$ cat src/hw/rtl/rrb_pkg.sv
// Shared constants for the RTP reorder buffer.
package rrb_pkg;

    // Sequence numbers above this reload the wrap hold counter.
    localparam logic [15:0] WRAP_MARK = 16'd32768;

    // Upper bound on releases caused by one input transaction.
    localparam int unsigned MAX_RESULTS = 63;
    localparam int unsigned RES_W       = 6;

    // Register map (index = byte address / 4).
    localparam logic [1:0] REG_HIGH_WATER = 2'd0;
    localparam logic [1:0] REG_LOW_WATER  = 2'd1;
    localparam logic [1:0] REG_WRAP_HOLD  = 2'd2;
    localparam logic [1:0] REG_WRAP_LOW   = 2'd3;

    // Register reset values.
    localparam logic [5:0]  HIGH_WATER_RST = 6'd48;
    localparam logic [5:0]  LOW_WATER_RST  = 6'd16;
    localparam logic [15:0] WRAP_HOLD_RST  = 16'd500;
    localparam logic [15:0] WRAP_LOW_RST   = 16'd500;

endpackage

$ cat src/hw/rtl/rrb_wrap.sv
// Sequence number extension: hold counter, base offset and wide key.
module rrb_wrap #(
    parameter int KEY_WIDTH = 48
) (
    input  logic                 i_clk,
    input  logic                 i_rst_n,
    input  logic                 i_step,
    input  logic [15:0]          i_seq,
    input  logic [15:0]          i_hold,
    input  logic [15:0]          i_thr,
    output logic [KEY_WIDTH-1:0] o_key
);
    localparam logic [KEY_WIDTH-1:0] STEP = KEY_WIDTH'(65536);

    logic [15:0]          r_cnt, n_cnt;
    logic [KEY_WIDTH-1:0] r_base, n_base;
    logic                 running;

    always_comb begin
        if (i_seq > rrb_pkg::WRAP_MARK) begin
            n_cnt = i_hold;
        end else if (r_cnt != '0) begin
            n_cnt = r_cnt - 16'd1;
        end else begin
            n_cnt = r_cnt;
        end
        running = (n_cnt != '0);
        // counter just ran out: move to the next 64K epoch
        n_base = (!running && r_cnt != '0) ? r_base + STEP : r_base;
        o_key  = KEY_WIDTH'(i_seq) + ((running && i_seq < i_thr) ? STEP : '0) + n_base;
    end

    always_ff @(posedge i_clk) begin
        if (!i_rst_n) begin
            r_cnt  <= '0;
            r_base <= '0;
        end else if (i_step) begin
            r_cnt  <= n_cnt;
            r_base <= n_base;
        end
    end
endmodule

$ cat config.mk
export PLATFORM = sky130hd
export DESIGN_NAME = rrb_wrap
export DESIGN_NICKNAME = d
export VERILOG_FILES = /design/src/hw/rtl/rrb_pkg.sv /design/src/hw/rtl/rrb_wrap.sv
export SDC_FILE = /design/constraint.sdc
export NUM_CORES = 1
export LEC_CHECK = 0
export ABC_CLOCK_PERIOD_IN_PS = 7400
export BUFFER_PORTS_ARGS = -buffer_cell sky130_fd_sc_hd__buf_2
export CORE_ASPECT_RATIO = 0.9
export CORE_MARGIN = 2
export CORE_UTILIZATION = 50
export DETAILED_ROUTE_END_ITERATION = 10
export PLACE_DENSITY_LB_ADDON = 0.05
export SYNTH_ARGS = -nofsm -noshare
export SYNTH_HDL_FRONTEND = slang
export SYNTH_SLANG_ARGS = --single-unit
export TNS_END_PERCENT = 10
$ cat constraint.sdc
create_clock -name i_clk -period 7.4 [get_ports i_clk]
set_input_delay 0.37 -clock i_clk [delete_from_list [all_inputs] [get_ports i_clk]]
set_output_delay 0.37 -clock i_clk [all_outputs]
set_load 0.01 [all_outputs]
=== Yosys cells after proc, flatten, opt, wreduce, memory -nomap -nowiden ===
Cells that the tools add are included.

* Bits in registers: 64
* Output and inout bits: 48
* Logic and storage cells: 17

* Add/subtract/negate cells: 4
* Order comparisons: 2
* Multiplexer cells: 4
* Reduce and logical (&&, ||, !) cells: 5

{| class="wikitable"
|+ Operator list
! operator !! count
|-
| $add A18 B48 Y48 || 1
|-
| $add A48 B17 Y48 const B || 1
|-
| $mux W48 || 1
|-
| $mux W16 || 2
|-
| $reduce_bool A16 Y1 || 2
|-
| $add A16 B17 Y18 || 1
|-
| $mux W17 || 1
|-
| $gt A16 B16 Y1 const B || 1
|-
| $lt A16 B16 Y1 || 1
|-
| $sub A16 B1 Y16 const B || 1
|-
| $logic_and A1 B1 Y1 || 2
|-
| $logic_not A1 Y1 || 1
|}

=== Longest topological paths before layout ===
Gate-level depths: netlist of run 1.

* Word-level depth: 8
* Gate-level depth with buffers: 20
* Gate-level depth less buffers: 20

=== Worst setup path after synthesis of run 1 ===
Ideal clock, no wire load.

* Kind: reg2out
* From: register r_cnt[0]
* To: output o_key[46]
* Data arrival time: 4.378 ns
* Path slack: 2.652 ns
* Stages on the path, launching flop included: 20
* Path through: dfxtp_1 -> clkbuf_1 -> inv_1 -> ha_1 -> or3b_1 -> clkbuf_1 -> nor4_4 -> o21ai_1 -> nor4b_2 -> a21o_1 -> nand4_4 -> xnor2_1 -> ha_1 -> ha_1 -> nand2_1 -> mux2_2 -> nor2b_1 -> nand4b_2 -> nor4_2 -> xnor2_1

* Cells in the longest elaborated chain, start to end: 8

{| class="wikitable"
|+ RTL lines
! what !! RTL line !! RTL
|-
| start, declared || rrb_wrap.sv:15 || <nowiki>logic [15:0] r_cnt, n_cnt;</nowiki>
|-
| start signal, assigned || rrb_wrap.sv:38 || <nowiki>r_cnt <= n_cnt;</nowiki>
|-
| $sub A16 B1 Y16 / $reduce_bool A16 Y1 (equally long branches) || rrb_wrap.sv:23, rrb_wrap.sv:22, rrb_wrap.sv:29 ||
|-
| $mux W16 || rrb_wrap.sv:22 || <nowiki>end else if (r_cnt != '0) begin</nowiki>
|-
| $mux W16 || rrb_wrap.sv:20 || <nowiki>if (i_seq > rrb_pkg::WRAP_MARK) begin</nowiki>
|-
| $reduce_bool A16 Y1 || rrb_wrap.sv:27 || <nowiki>running = (n_cnt != '0);</nowiki>
|-
| $logic_not A1 Y1 || rrb_wrap.sv:29 || <nowiki>n_base = (!running && r_cnt != '0) ? r_base + STEP : r_base;</nowiki>
|-
| $logic_and A1 B1 Y1 * || rrb_wrap.sv:29 ||
|-
| $mux W48 * || rrb_wrap.sv:29 ||
|-
| via n_base[16] || rrb_wrap.sv:16 || <nowiki>logic [KEY_WIDTH-1:0] r_base, n_base;</nowiki>
|-
| $add A18 B48 Y48 * || rrb_wrap.sv:30 || <nowiki>o_key = KEY_WIDTH'(i_seq) + ((running && i_seq < i_thr) ? STEP : '0) + n_base;</nowiki>
|-
| end, declared || rrb_wrap.sv:11 || <nowiki>output logic [KEY_WIDTH-1:0] o_key</nowiki>
|}

Mark *: on every way through the listed nets, which the timed path passes. The rest lies on a longest branch.

=== Worst setup path after layout of run 1 ===
Ends and elaborated chain as after synthesis.

==> qor.yml, run 1 <==
grt_pass1_vias: 4951
critPathLaunchType: "flop"
cts_resized: 0
yosysWarnings: 0
dp.cells: 890
max_freq_ghz: 0.1642
worstMarginPinSlew_ns: 0.8717
num_rows: 35
worst-setup-path-type: "reg -> out"
synth_compound_area_share_pct: 17.35
area_growth_pct: 10.52
finClkSkew_ns: 0.005988
hold_violations: 0
ys_ff_latch: 48
path_common_cell: "ha_1"
period_needed_ns: 6.090
setup_viol_count_final: 0
async_flop_share_pct: 0
yosysUniqueCellTypes: 70
finalCritPeriodShare_pct: 82.30
cp.arrival_ns: 5.72
tns_ns: 0
ir_worst_vdd_v: 0.00009087
drt-initial-drc-count: 339
vias_per_cell: 5.967
grt_max_degree: 35
gp_congestion: 0.9220
maxSlewViolCount: 0
num-nets-final: 838
synth_fa_ha_area_share_pct: 4.745
synth-seq-area-share_pct: 18.40
timing.rr.end: "r_base[37]"
syn_area_sq_um: 5221
syn_inst: 713
worstRegToRegCells: 12
insertion_delay_ns: 0.30
firstDrtPassIters: 5
crit_path_top_delay_cell: "nand4_1"
nFillCells: 1016
wl_met2_um: 6897
status: "finished clean"
drc: 0
whs_ns: 0.3725
synth_flop_cell: "dfxtp_1"
end_kind: "output pin"
antenna_found_initial: 0
n_antenna_cell: 0
wirelength_um: 14970
top_layer: "met4"
rr_startpoint: "r_cnt[0]"
synthesis.nets: 783
cp_max_fo: 13
cp_cell_sequence: "inv_1 -> ha_1 -> nor3b_1 -> nand4_1 -> a21oi_1 -> nor4b_2 -> a21o_1 -> nand4_4 -> xnor2_1 -> ha_1 -> ha_1 -> nand2_1 -> mux2_2 -> nor2b_1 -> nand4b_2 -> nor4_2 -> xnor2_1 -> buf_2"
reg2reg_slack_ns: 2.95
htree_levels: 2
numCtsBuffers: 5
core_sq_um: 10200
die_w_um: 111.7
maxCapViolCount: 0
postRouteAntennaNets: 0
synth_top_family_by_area: "simple AND/OR/NAND/NOR gates"
wl_met1_um: 6929
clockRootBuffer: "clkbuf_16"
num_io_pins: 99
holdBufCountCts: 0
met3_length_um: 879
multi_input_area_sq_um: 3872
path_clk_slew_ns: 0.07
synth_xor_xnor_area_share_pct: 13.25
overflow: 0
layout.cells.non_filler: 898
initial_utilization_pct: 51.17
dieArea_sq_um: 11280
grt_setup_unrepaired: "no"
hold_class: "in -> reg"
whs_path_depth: 3
portBuffers: 98
relSlewSlack_pct: 41.44
p_leak_uw: 0.002292
drive_above_1_share_pct: 18.99
power_density_nw_per_um2: 125.1
worstPathRequired_ns: 7.03
synthSimpleGateAreaFrac_pct: 37.81
postCtsSetupBuffers: 0
place_hpwl_um: 11410
min_to: "r_cnt[4]"
grt_pass1_wl_um: 24630
synth_edf_count: 0
wl_per_cell_um: 16.67
die_h_um: 100.9
layout.area.seq_sq_um: 960.9
cts_sinks: 48
critPathMaxStageDelay_ns: 0.63
avgSynthCellArea_sq_um: 7.323
clk_path_buf_depth: 2
worstHoldStart: "i_hold[4]"
cts_tree: "built"
synth.area.mux_share_pct: 1.006
vias: 5358
grt.total_usage_pct: 26.59
-- layout make-up --
class	instances	share of cell area [%]
clock inverters	2	0.2602
multi-input cells	584	67.11
flip-flops and latches	48	16.65
well taps	129	2.797
inverters	27	1.756
repair buffers	102	9.020
clock buffers	6	2.407
-- state kept, by name, summed over array words and instances (netlist names) --
| register | cells |
|---|---|
| r_base | 32 |
| r_cnt | 16 |
-- power by group --
| group | switching [uW] | internal (uW) |
|---|---|---|
| combinational | 119 | 75.0 |
| clock | 112 | 135 |
| sequential | 15.0 | 266 |
| total | 245 | 476 |
-- routing by layer --
layer	global-route usage (%)	up-vias
li1	-	2662
met1	35.62	2499
met2	44.80	173
met3	3.608	24
met4	7.977	0
met5	0	-
-- per-stage QoR --
stage          cell area, sq um  utilization (%)  total power (uW)  setup slack, ns
2_1_floorplan              5221                -             428.2            2.652
3_3_place_gp               5617            55.05             473.8            1.801
3_5_place_dp               5617            55.05             478.8            1.625
4_1_cts                    5771            56.55             729.5            1.332
5_1_grt                    5771            56.55             762.3           0.8002
6_report                   5771            56.55             721.8            1.310
-- cell families after synthesis --
family,Yosys count
flip-flops,48
buffers and inverters,81
adder cells (fa/ha/maj),20
AND/OR/NAND/NOR,353
AO/OA/AOI/OAI,127
multiplexers,5
XOR/XNOR,79
-- critical path: cells and delay by family (launching register included) --
family	cells	cell delay, ns
AOI/OAI and AO/OA	2	0.57
xor gates and xnor gates	2	0.35
adders and majority gates	3	0.70
buffers and inverters	2	0.23
DFF	1	0.40
muxes	1	0.30
and+or+nand+nor	8	2.86
-- worst max path at each step --
stage	startpoint	to	slack [ns]
after floorplan	r_cnt[0]	o_key[46]	2.65
after global placement	r_cnt[0]	o_key[46]	1.80
after detailed placement	i_seq[7]	o_key[46]	1.62
after CTS	r_cnt[0]	o_key[46]	1.33
after global routing	r_cnt[0]	o_key[46]	0.80
final	r_cnt[0]	o_key[46]	1.31
-- cells in the mapped netlist (all sizes together) (6+ instances only) --
cell type,number,area share (%)
buf,26,3.5
a21oi,19,1.9
o21ai,32,3.1
and2,23,2.8
nor4,35,5.4
a21o,12,1.7
o31ai,6,0.86
a22oi,8,1.2
or4,7,1.3
nor2,64,4.6
nor3,35,3.5
dfxtp,48,18
nand3,25,2.4
nand2,74,5.3
nand4,22,3.2
ha,19,4.6
inv,27,1.9
and3,13,1.6
clkbuf,28,2.0
xnor2,58,9.7
xor2,21,3.5
nor2b,16,1.9
or3,12,1.4
a31oi,7,0.84
-- cells in the final DEF (no fill, tap or decap), drive strengths merged, types with 21 or more instances in the layout --
cell type / netlist / routed
nor3: 35 / 35
nor4: 35 / 35
inv: 27 / 27
xnor2: 58 / 58
nor2: 64 / 64
nand3: 25 / 25
o21ai: 32 / 32
and2: 23 / 23
nand4: 22 / 22
nand2: 74 / 74
dfxtp: 48 / 48
xor2: 21 / 21
buf: 26 / 102
(Power assumes the default switching activity.)
==> run 2, diff against run 1 <==
Settings changed: ABC_CLOCK_PERIOD_IN_PS 7400 to 6100.
Clock period 7.4 ns to 6.1 ns, I/O delays scaled along.
==> run 2 against run 1 <==
Net effect:
- sequential power grew 22%
- non-clock buffer count grew 6
- core utilization grew 0.75 points
- critical endpoint unchanged
==> qor.yml, run 2 (synthesized netlist as in run 1, its figures left out) <==
status: "finished clean"
cts_tree: "built"
maxCapViolCount: 0  # unchanged
postRouteAntennaNets: 0  # unchanged
die_w_um: 111.7  # unchanged
insertion_delay_ns: 0.30  # about the same
wirelength_um: 14910  # -0.41%
multi_input_area_sq_um: 3872  # unchanged
timing.rr.end: "r_base[47]"
total_power_uw: 940.0  # +30%
maxSlewViolCount: 0  # unchanged
nFillCells: 1000  # -1.6%
drc: 0  # unchanged
vias_per_cell: 5.967  # about the same
die_h_um: 100.9  # unchanged
worst-setup-path-type: "reg -> out"
crit_path_top_delay_cell: "or3b_1"
cp.arrival_ns: 5.28  # -0.44 ns
grt_pass1_wl_um: 24650  # about the same
worstRegToRegCells: 13  # +1
num_rows: 35  # unchanged
crit_family: "simple AND/OR/NAND/NOR gates"
hold_class: "in -> reg"
drt-initial-drc-count: 411  # +21%
layout_commonest_cell: "buf_2"
largest_register_ffs: 32  # unchanged
placed_area_sq_um: 5647  # +0.53%
hold_violations: 0  # unchanged
place_hpwl_um: 11340  # -0.57%
drive_above_1_share_pct: 19.51  # +0.52 points
firstDrtPassIters: 6  # +1
initial_utilization_pct: 51.17  # unchanged
power_density_nw_per_um2: 160.8  # +29%
antenna_found_initial: 0  # unchanged
max_freq_ghz: 0.1790
holdBufCountCts: 0  # unchanged
cts_sinks: 48  # unchanged
ir_worst_vdd_v: 0.0001278  # +41%
clk_path_buf_depth: 2  # unchanged
cp_max_fo: 9  # -4
htree_levels: 2  # unchanged
area_growth_pct: 11.98
relSlewSlack_pct: 40.92  # -0.52 points
clockRootBuffer: "clkbuf_16"
worstMarginPinSlew_ns: 0.8795  # +0.007780 ns
setup_viol_count_final: 0  # unchanged
dieArea_sq_um: 11280  # unchanged
reg2reg_slack_ns: 1.90  # -1.05 ns
critPathLaunchType: "flop"
num_io_pins: 99  # unchanged
grt_setup_unrepaired: "no"
cp_cell_sequence: "inv_1 -> ha_1 -> or3b_1 -> nor4_4 -> a211oi_1 -> nor4_2 -> o22a_2 -> nand3_1 -> nor2_1 -> nand2_1 -> nand2_1 -> ha_1 -> nand2_1 -> mux2_2 -> nor2b_1 -> buf_4 -> nand4b_2 -> nor4_2 -> xnor2_1 -> buf_2"
p_leak_uw: 0.002341  # +2.2%
portBuffers: 98  # unchanged
num-nets-final: 844  # +0.72%
path_clk_slew_ns: 0.07  # about the same
overflow: 0  # unchanged
timing.critical_path.buf_inv: 3  # +1
whs_path_depth: 3  # unchanged
n_antenna_cell: 0  # unchanged
layout.area.seq_sq_um: 960.9  # unchanged
worstPathRequired_ns: 5.79  # -1.24 ns
min_to: "r_cnt[4]"
grt.total_usage_pct: 26.50  # -0.087 points
regMostFlops: "r_base"
rr_startpoint: "r_cnt[0]"
gp_congestion: 0.9305  # +0.92%
core_sq_um: 10200  # unchanged
grt_max_degree: 35  # unchanged
wl_per_cell_um: 16.51  # -0.97%
period_needed_ns: 5.585
layout_common_cells: "buf_2, nand2_1, nor2_1"
worstHoldStart: "i_hold[4]"
reg.largest.list: "r_base: 32 flops, r_cnt: 16 flops"
path_common_cell: "nand2_1"
end_kind: "output pin"
critPathMaxStageDelay_ns: 0.52  # -0.11 ns
final_cell_area_sq_um: 5847  # +1.3%
whs_ns: 0.3000  # -0.07248 ns
finalCritPeriodShare_pct: 91.56
finClkSkew_ns: 0.006179  # +0.0001910 ns
vias: 5388  # +0.56%
grt_pass1_vias: 4864  # -1.8%
numCtsBuffers: 5  # unchanged
dp.cells: 894  # +0.45%
layout.cells.non_filler: 903  # +0.56%
tns_ns: 0  # unchanged
run 2: cell count changes in the layout (fill, tap and decap cells not counted), sizes merged:
cell	previous run	this run
buf	102	108
bufinv	0	2
clkinvlp	2	0
clkbuf	6	5
run 2: final cells by class:
class	count	area share, %
inverters	27	1.733
repair buffers	108	9.673
clock inverters	2	1.027
clock buffers	5	2.140
multi-input cells	584	66.23
well taps	129	2.761
flip-flops and latches	48	16.43
run 2: worst max path at each step:
| stage | startpoint | endpoint | depth (start not counted) |
|---|---|---|---|
| final | r_cnt[0] | o_key[46] | 20 |
| after global routing | r_cnt[0] | o_key[46] | 19 |
| after CTS | r_cnt[0] | o_key[46] | 19 |
| after detailed placement | r_cnt[0] | o_key[46] | 19 |
| after global placement | r_cnt[0] | o_key[46] | 19 |
| after floorplan | r_cnt[0] | o_key[46] | 19 |
run 2: power breakdown:
| group | switching [uW] | leakage (uW) | internal, uW |
|---|---|---|---|
| sequential | 18.2 | 0.000390 | 323 |
| combinational | 143 | 0.00186 | 94.5 |
| clock | 128 | 0.0000899 | 233 |
run 2: worst register-to-register path, delay by kind of cell (launching register included):
kind / cells / cell delay (ns)
xor gates and xnor gates: 1 / 0.17
AOI/OAI and AO/OA: 2 / 0.47
and+or+nand+nor: 8 / 2.75
buffers and inverters: 1 / 0.09
adders and majority gates: 1 / 0.23
DFF: 1 / 0.39
run 2: through the flow:
stage	setup slack [ns]	util, %
global placement	0.7922	55.34
global route	0.1140	57.30
detailed placement	0.6623	55.34
CTS	0.3073	57.16
finish	0.5145	57.30
floorplan	1.417	-
run 2: per-layer routing:
layer	vias up	track usage [%]	share of wire [%]
met4	0	5.603	1.0
met5	-	0	0
li1	2679	-	-
met3	16	3.127	6.3
met2	196	44.66	46
met1	2497	36.68	47
run 2: timing repair:
action | CTS | global route
setup buffers | 0 | 2
endpoints found under the setup margin | 0 | 6
gates resized for setup | 0 | 0
==> run 3, diff against run 2 <==
Settings changed: RECOVER_POWER set to 50.
==> run 3 against run 2 <==
Net effect:
- cell count unchanged
- clock skew down 0.0017 ns
- sequential power about the same
- clock power about the same
- critical path depth down 6
- routed wire length up 0.28%
- die area unchanged
- largest power group unchanged
==> qor.yml, run 3 (synthesized netlist as in run 1, its figures left out) <==
holdBufCountCts: 0  # unchanged
worstMarginPinSlew_ns: 0.9476  # +0.06805 ns
setup_viol_count_final: 0  # unchanged
end_kind: "output pin"
largest_register_ffs: 32  # unchanged
critPathMaxStageDelay_ns: 0.84  # +0.32 ns
gp_congestion: 0.9305  # unchanged
critPathLaunchType: "flop"
cts_sinks: 48  # unchanged
final_util_pct: 56.95  # -0.36 points
layout_commonest_cell: "buf_2"
final_cell_area_sq_um: 5811  # -0.62%
maxCapViolCount: 0  # unchanged
place_hpwl_um: 11340  # unchanged
area_growth_pct: 11.29
ir_worst_vdd_v: 0.0001277  # about the same
die_h_um: 100.9  # unchanged
p_leak_uw: 0.002283  # -2.5%
finalCritPeriodShare_pct: 91.62  # about the same
antenna_found_initial: 0  # unchanged
num_io_pins: 99  # unchanged
reg2reg_slack_ns: 1.55  # -0.35 ns
grt.total_usage_pct: 26.50  # unchanged
cts_tree: "built"
cts_resized: 0  # unchanged
core_sq_um: 10200  # unchanged
worstPathRequired_ns: 5.79  # about the same
relSlewSlack_pct: 36.34  # -4.6 points
crit_path_top_delay_cell: "nor3_1"
die_w_um: 111.7  # unchanged
power_density_nw_per_um2: 161.0  # +0.13%
placed_area_sq_um: 5647  # unchanged
num_rows: 35  # unchanged
cp_cell_sequence: "inv_1 -> ha_1 -> or3b_1 -> nor4_4 -> a211oi_1 -> nor4_2 -> o22ai_1 -> nor3_1 -> nand4_1 -> a211oi_4 -> nand4_4 -> o41a_1 -> xnor2_1 -> buf_2"
status: "finished clean"
cp_max_fo: 9  # unchanged
reg.largest.list: "r_base: 32 flops, r_cnt: 16 flops"
hold_violations: 0  # unchanged
grt_max_degree: 35  # unchanged
n_antenna_cell: 0  # unchanged
grt_pass1_vias: 4864  # unchanged
grt_pass1_wl_um: 24650  # unchanged
portBuffers: 98  # unchanged
maxSlewViolCount: 0  # unchanged
grt_setup_unrepaired: "no"
postRouteAntennaNets: 0  # unchanged
vias: 5382  # -0.11%
num-nets-final: 844  # unchanged
regMostFlops: "r_base"
clockRootBuffer: "clkbuf_16"
overflow: 0  # unchanged
clk_path_buf_depth: 2  # unchanged
finClkSkew_ns: 0.004492  # -0.001687 ns
htree_levels: 2  # unchanged
insertion_delay_ns: 0.30  # about the same
vias_per_cell: 5.960  # -0.11%
whs_ns: 0.3019  # +0.001915 ns
dieArea_sq_um: 11280  # unchanged
wirelength_um: 14950  # +0.28%
initial_utilization_pct: 51.17  # unchanged
max_freq_ghz: 0.1789  # about the same
tns_ns: 0  # unchanged
period_needed_ns: 5.589  # +0.003105 ns
hold_class: "in -> reg"
firstDrtPassIters: 6  # unchanged
drt-initial-drc-count: 450  # +9.5%
numCtsBuffers: 5  # unchanged
drive_above_1_share_pct: 16.67  # -2.8 points
drc: 0  # unchanged
cp.arrival_ns: 5.28  # about the same
layout_common_cells: "buf_2, nand2_1, nor2_1"
worst-setup-path-type: "reg -> out"
path_clk_slew_ns: 0.07  # about the same
wl_per_cell_um: 16.56  # +0.28%
==> run 3: worst paths after layout <==
check | start | to | cells past startpoint
setup / recovery | r_cnt[0] | o_key[47] | 14
setup reg to reg | r_cnt[0] | r_base[47] | 13
hold reg to reg | r_base[40] | r_base[40] | 1
hold / removal | i_hold[4] | r_cnt[4] | 3
==> run 3: repair_timing <==
action                                 4_1_cts  5_1_grt
buffers inserted                             0        2
setup endpoints to repair                    0        6
endpoints found under the hold margin        0        0
==> run 3: area by class of cell <==
type,count,area (sq um)
multi-input cells,584,3867
clock buffers,5,125.1
inverters,27,101.3
clock inverters,2,60.06
fillers,1015,4393
flip-flops and latches,48,960.9
well taps,129,161.4
repair buffers,108,534.3
==> run 3: worst max-delay path: cells and delay by family, from the launching register on <==
family / cells / cell delay, ns
fa+ha+maj: 1 / 0.23
xor+xnor: 1 / 0.14
compound gates: 4 / 1.32
simple gates: 6 / 2.65
buf+inv: 2 / 0.24
flops: 1 / 0.40
==> run 3: per-stage QoR <==
stage / setup WS (ns) / total power, uW / cells
after floorplan: 1.417 / 519.5 / 713
after global routing: 0.1140 / 984.3 / 903
after detailed placement: 0.6623 / 580.6 / 894
after CTS: 0.3073 / 945.3 / 901
after global placement: 0.7922 / 577.0 / 894
final: 0.5114 / 935.4 / 903
==> run 3: routing by layer <==
layer	vias up	part of all wire, %	track usage, %	wire [um]
met5	-	0	0	0
met4	0	1.2	5.603	183
met3	20	6.4	3.127	951
met2	205	45	44.66	6786
met1	2478	47	36.68	7031
li1	2679	-	-	-
==> run 3: power by group <==
group,leakage (uW),internal (uW),switching (uW)
Clock,0.0000899,233,127
Sequential,0.000390,323,18.3
Combinational,0.00180,90.9,143
Total,0.00228,647,288
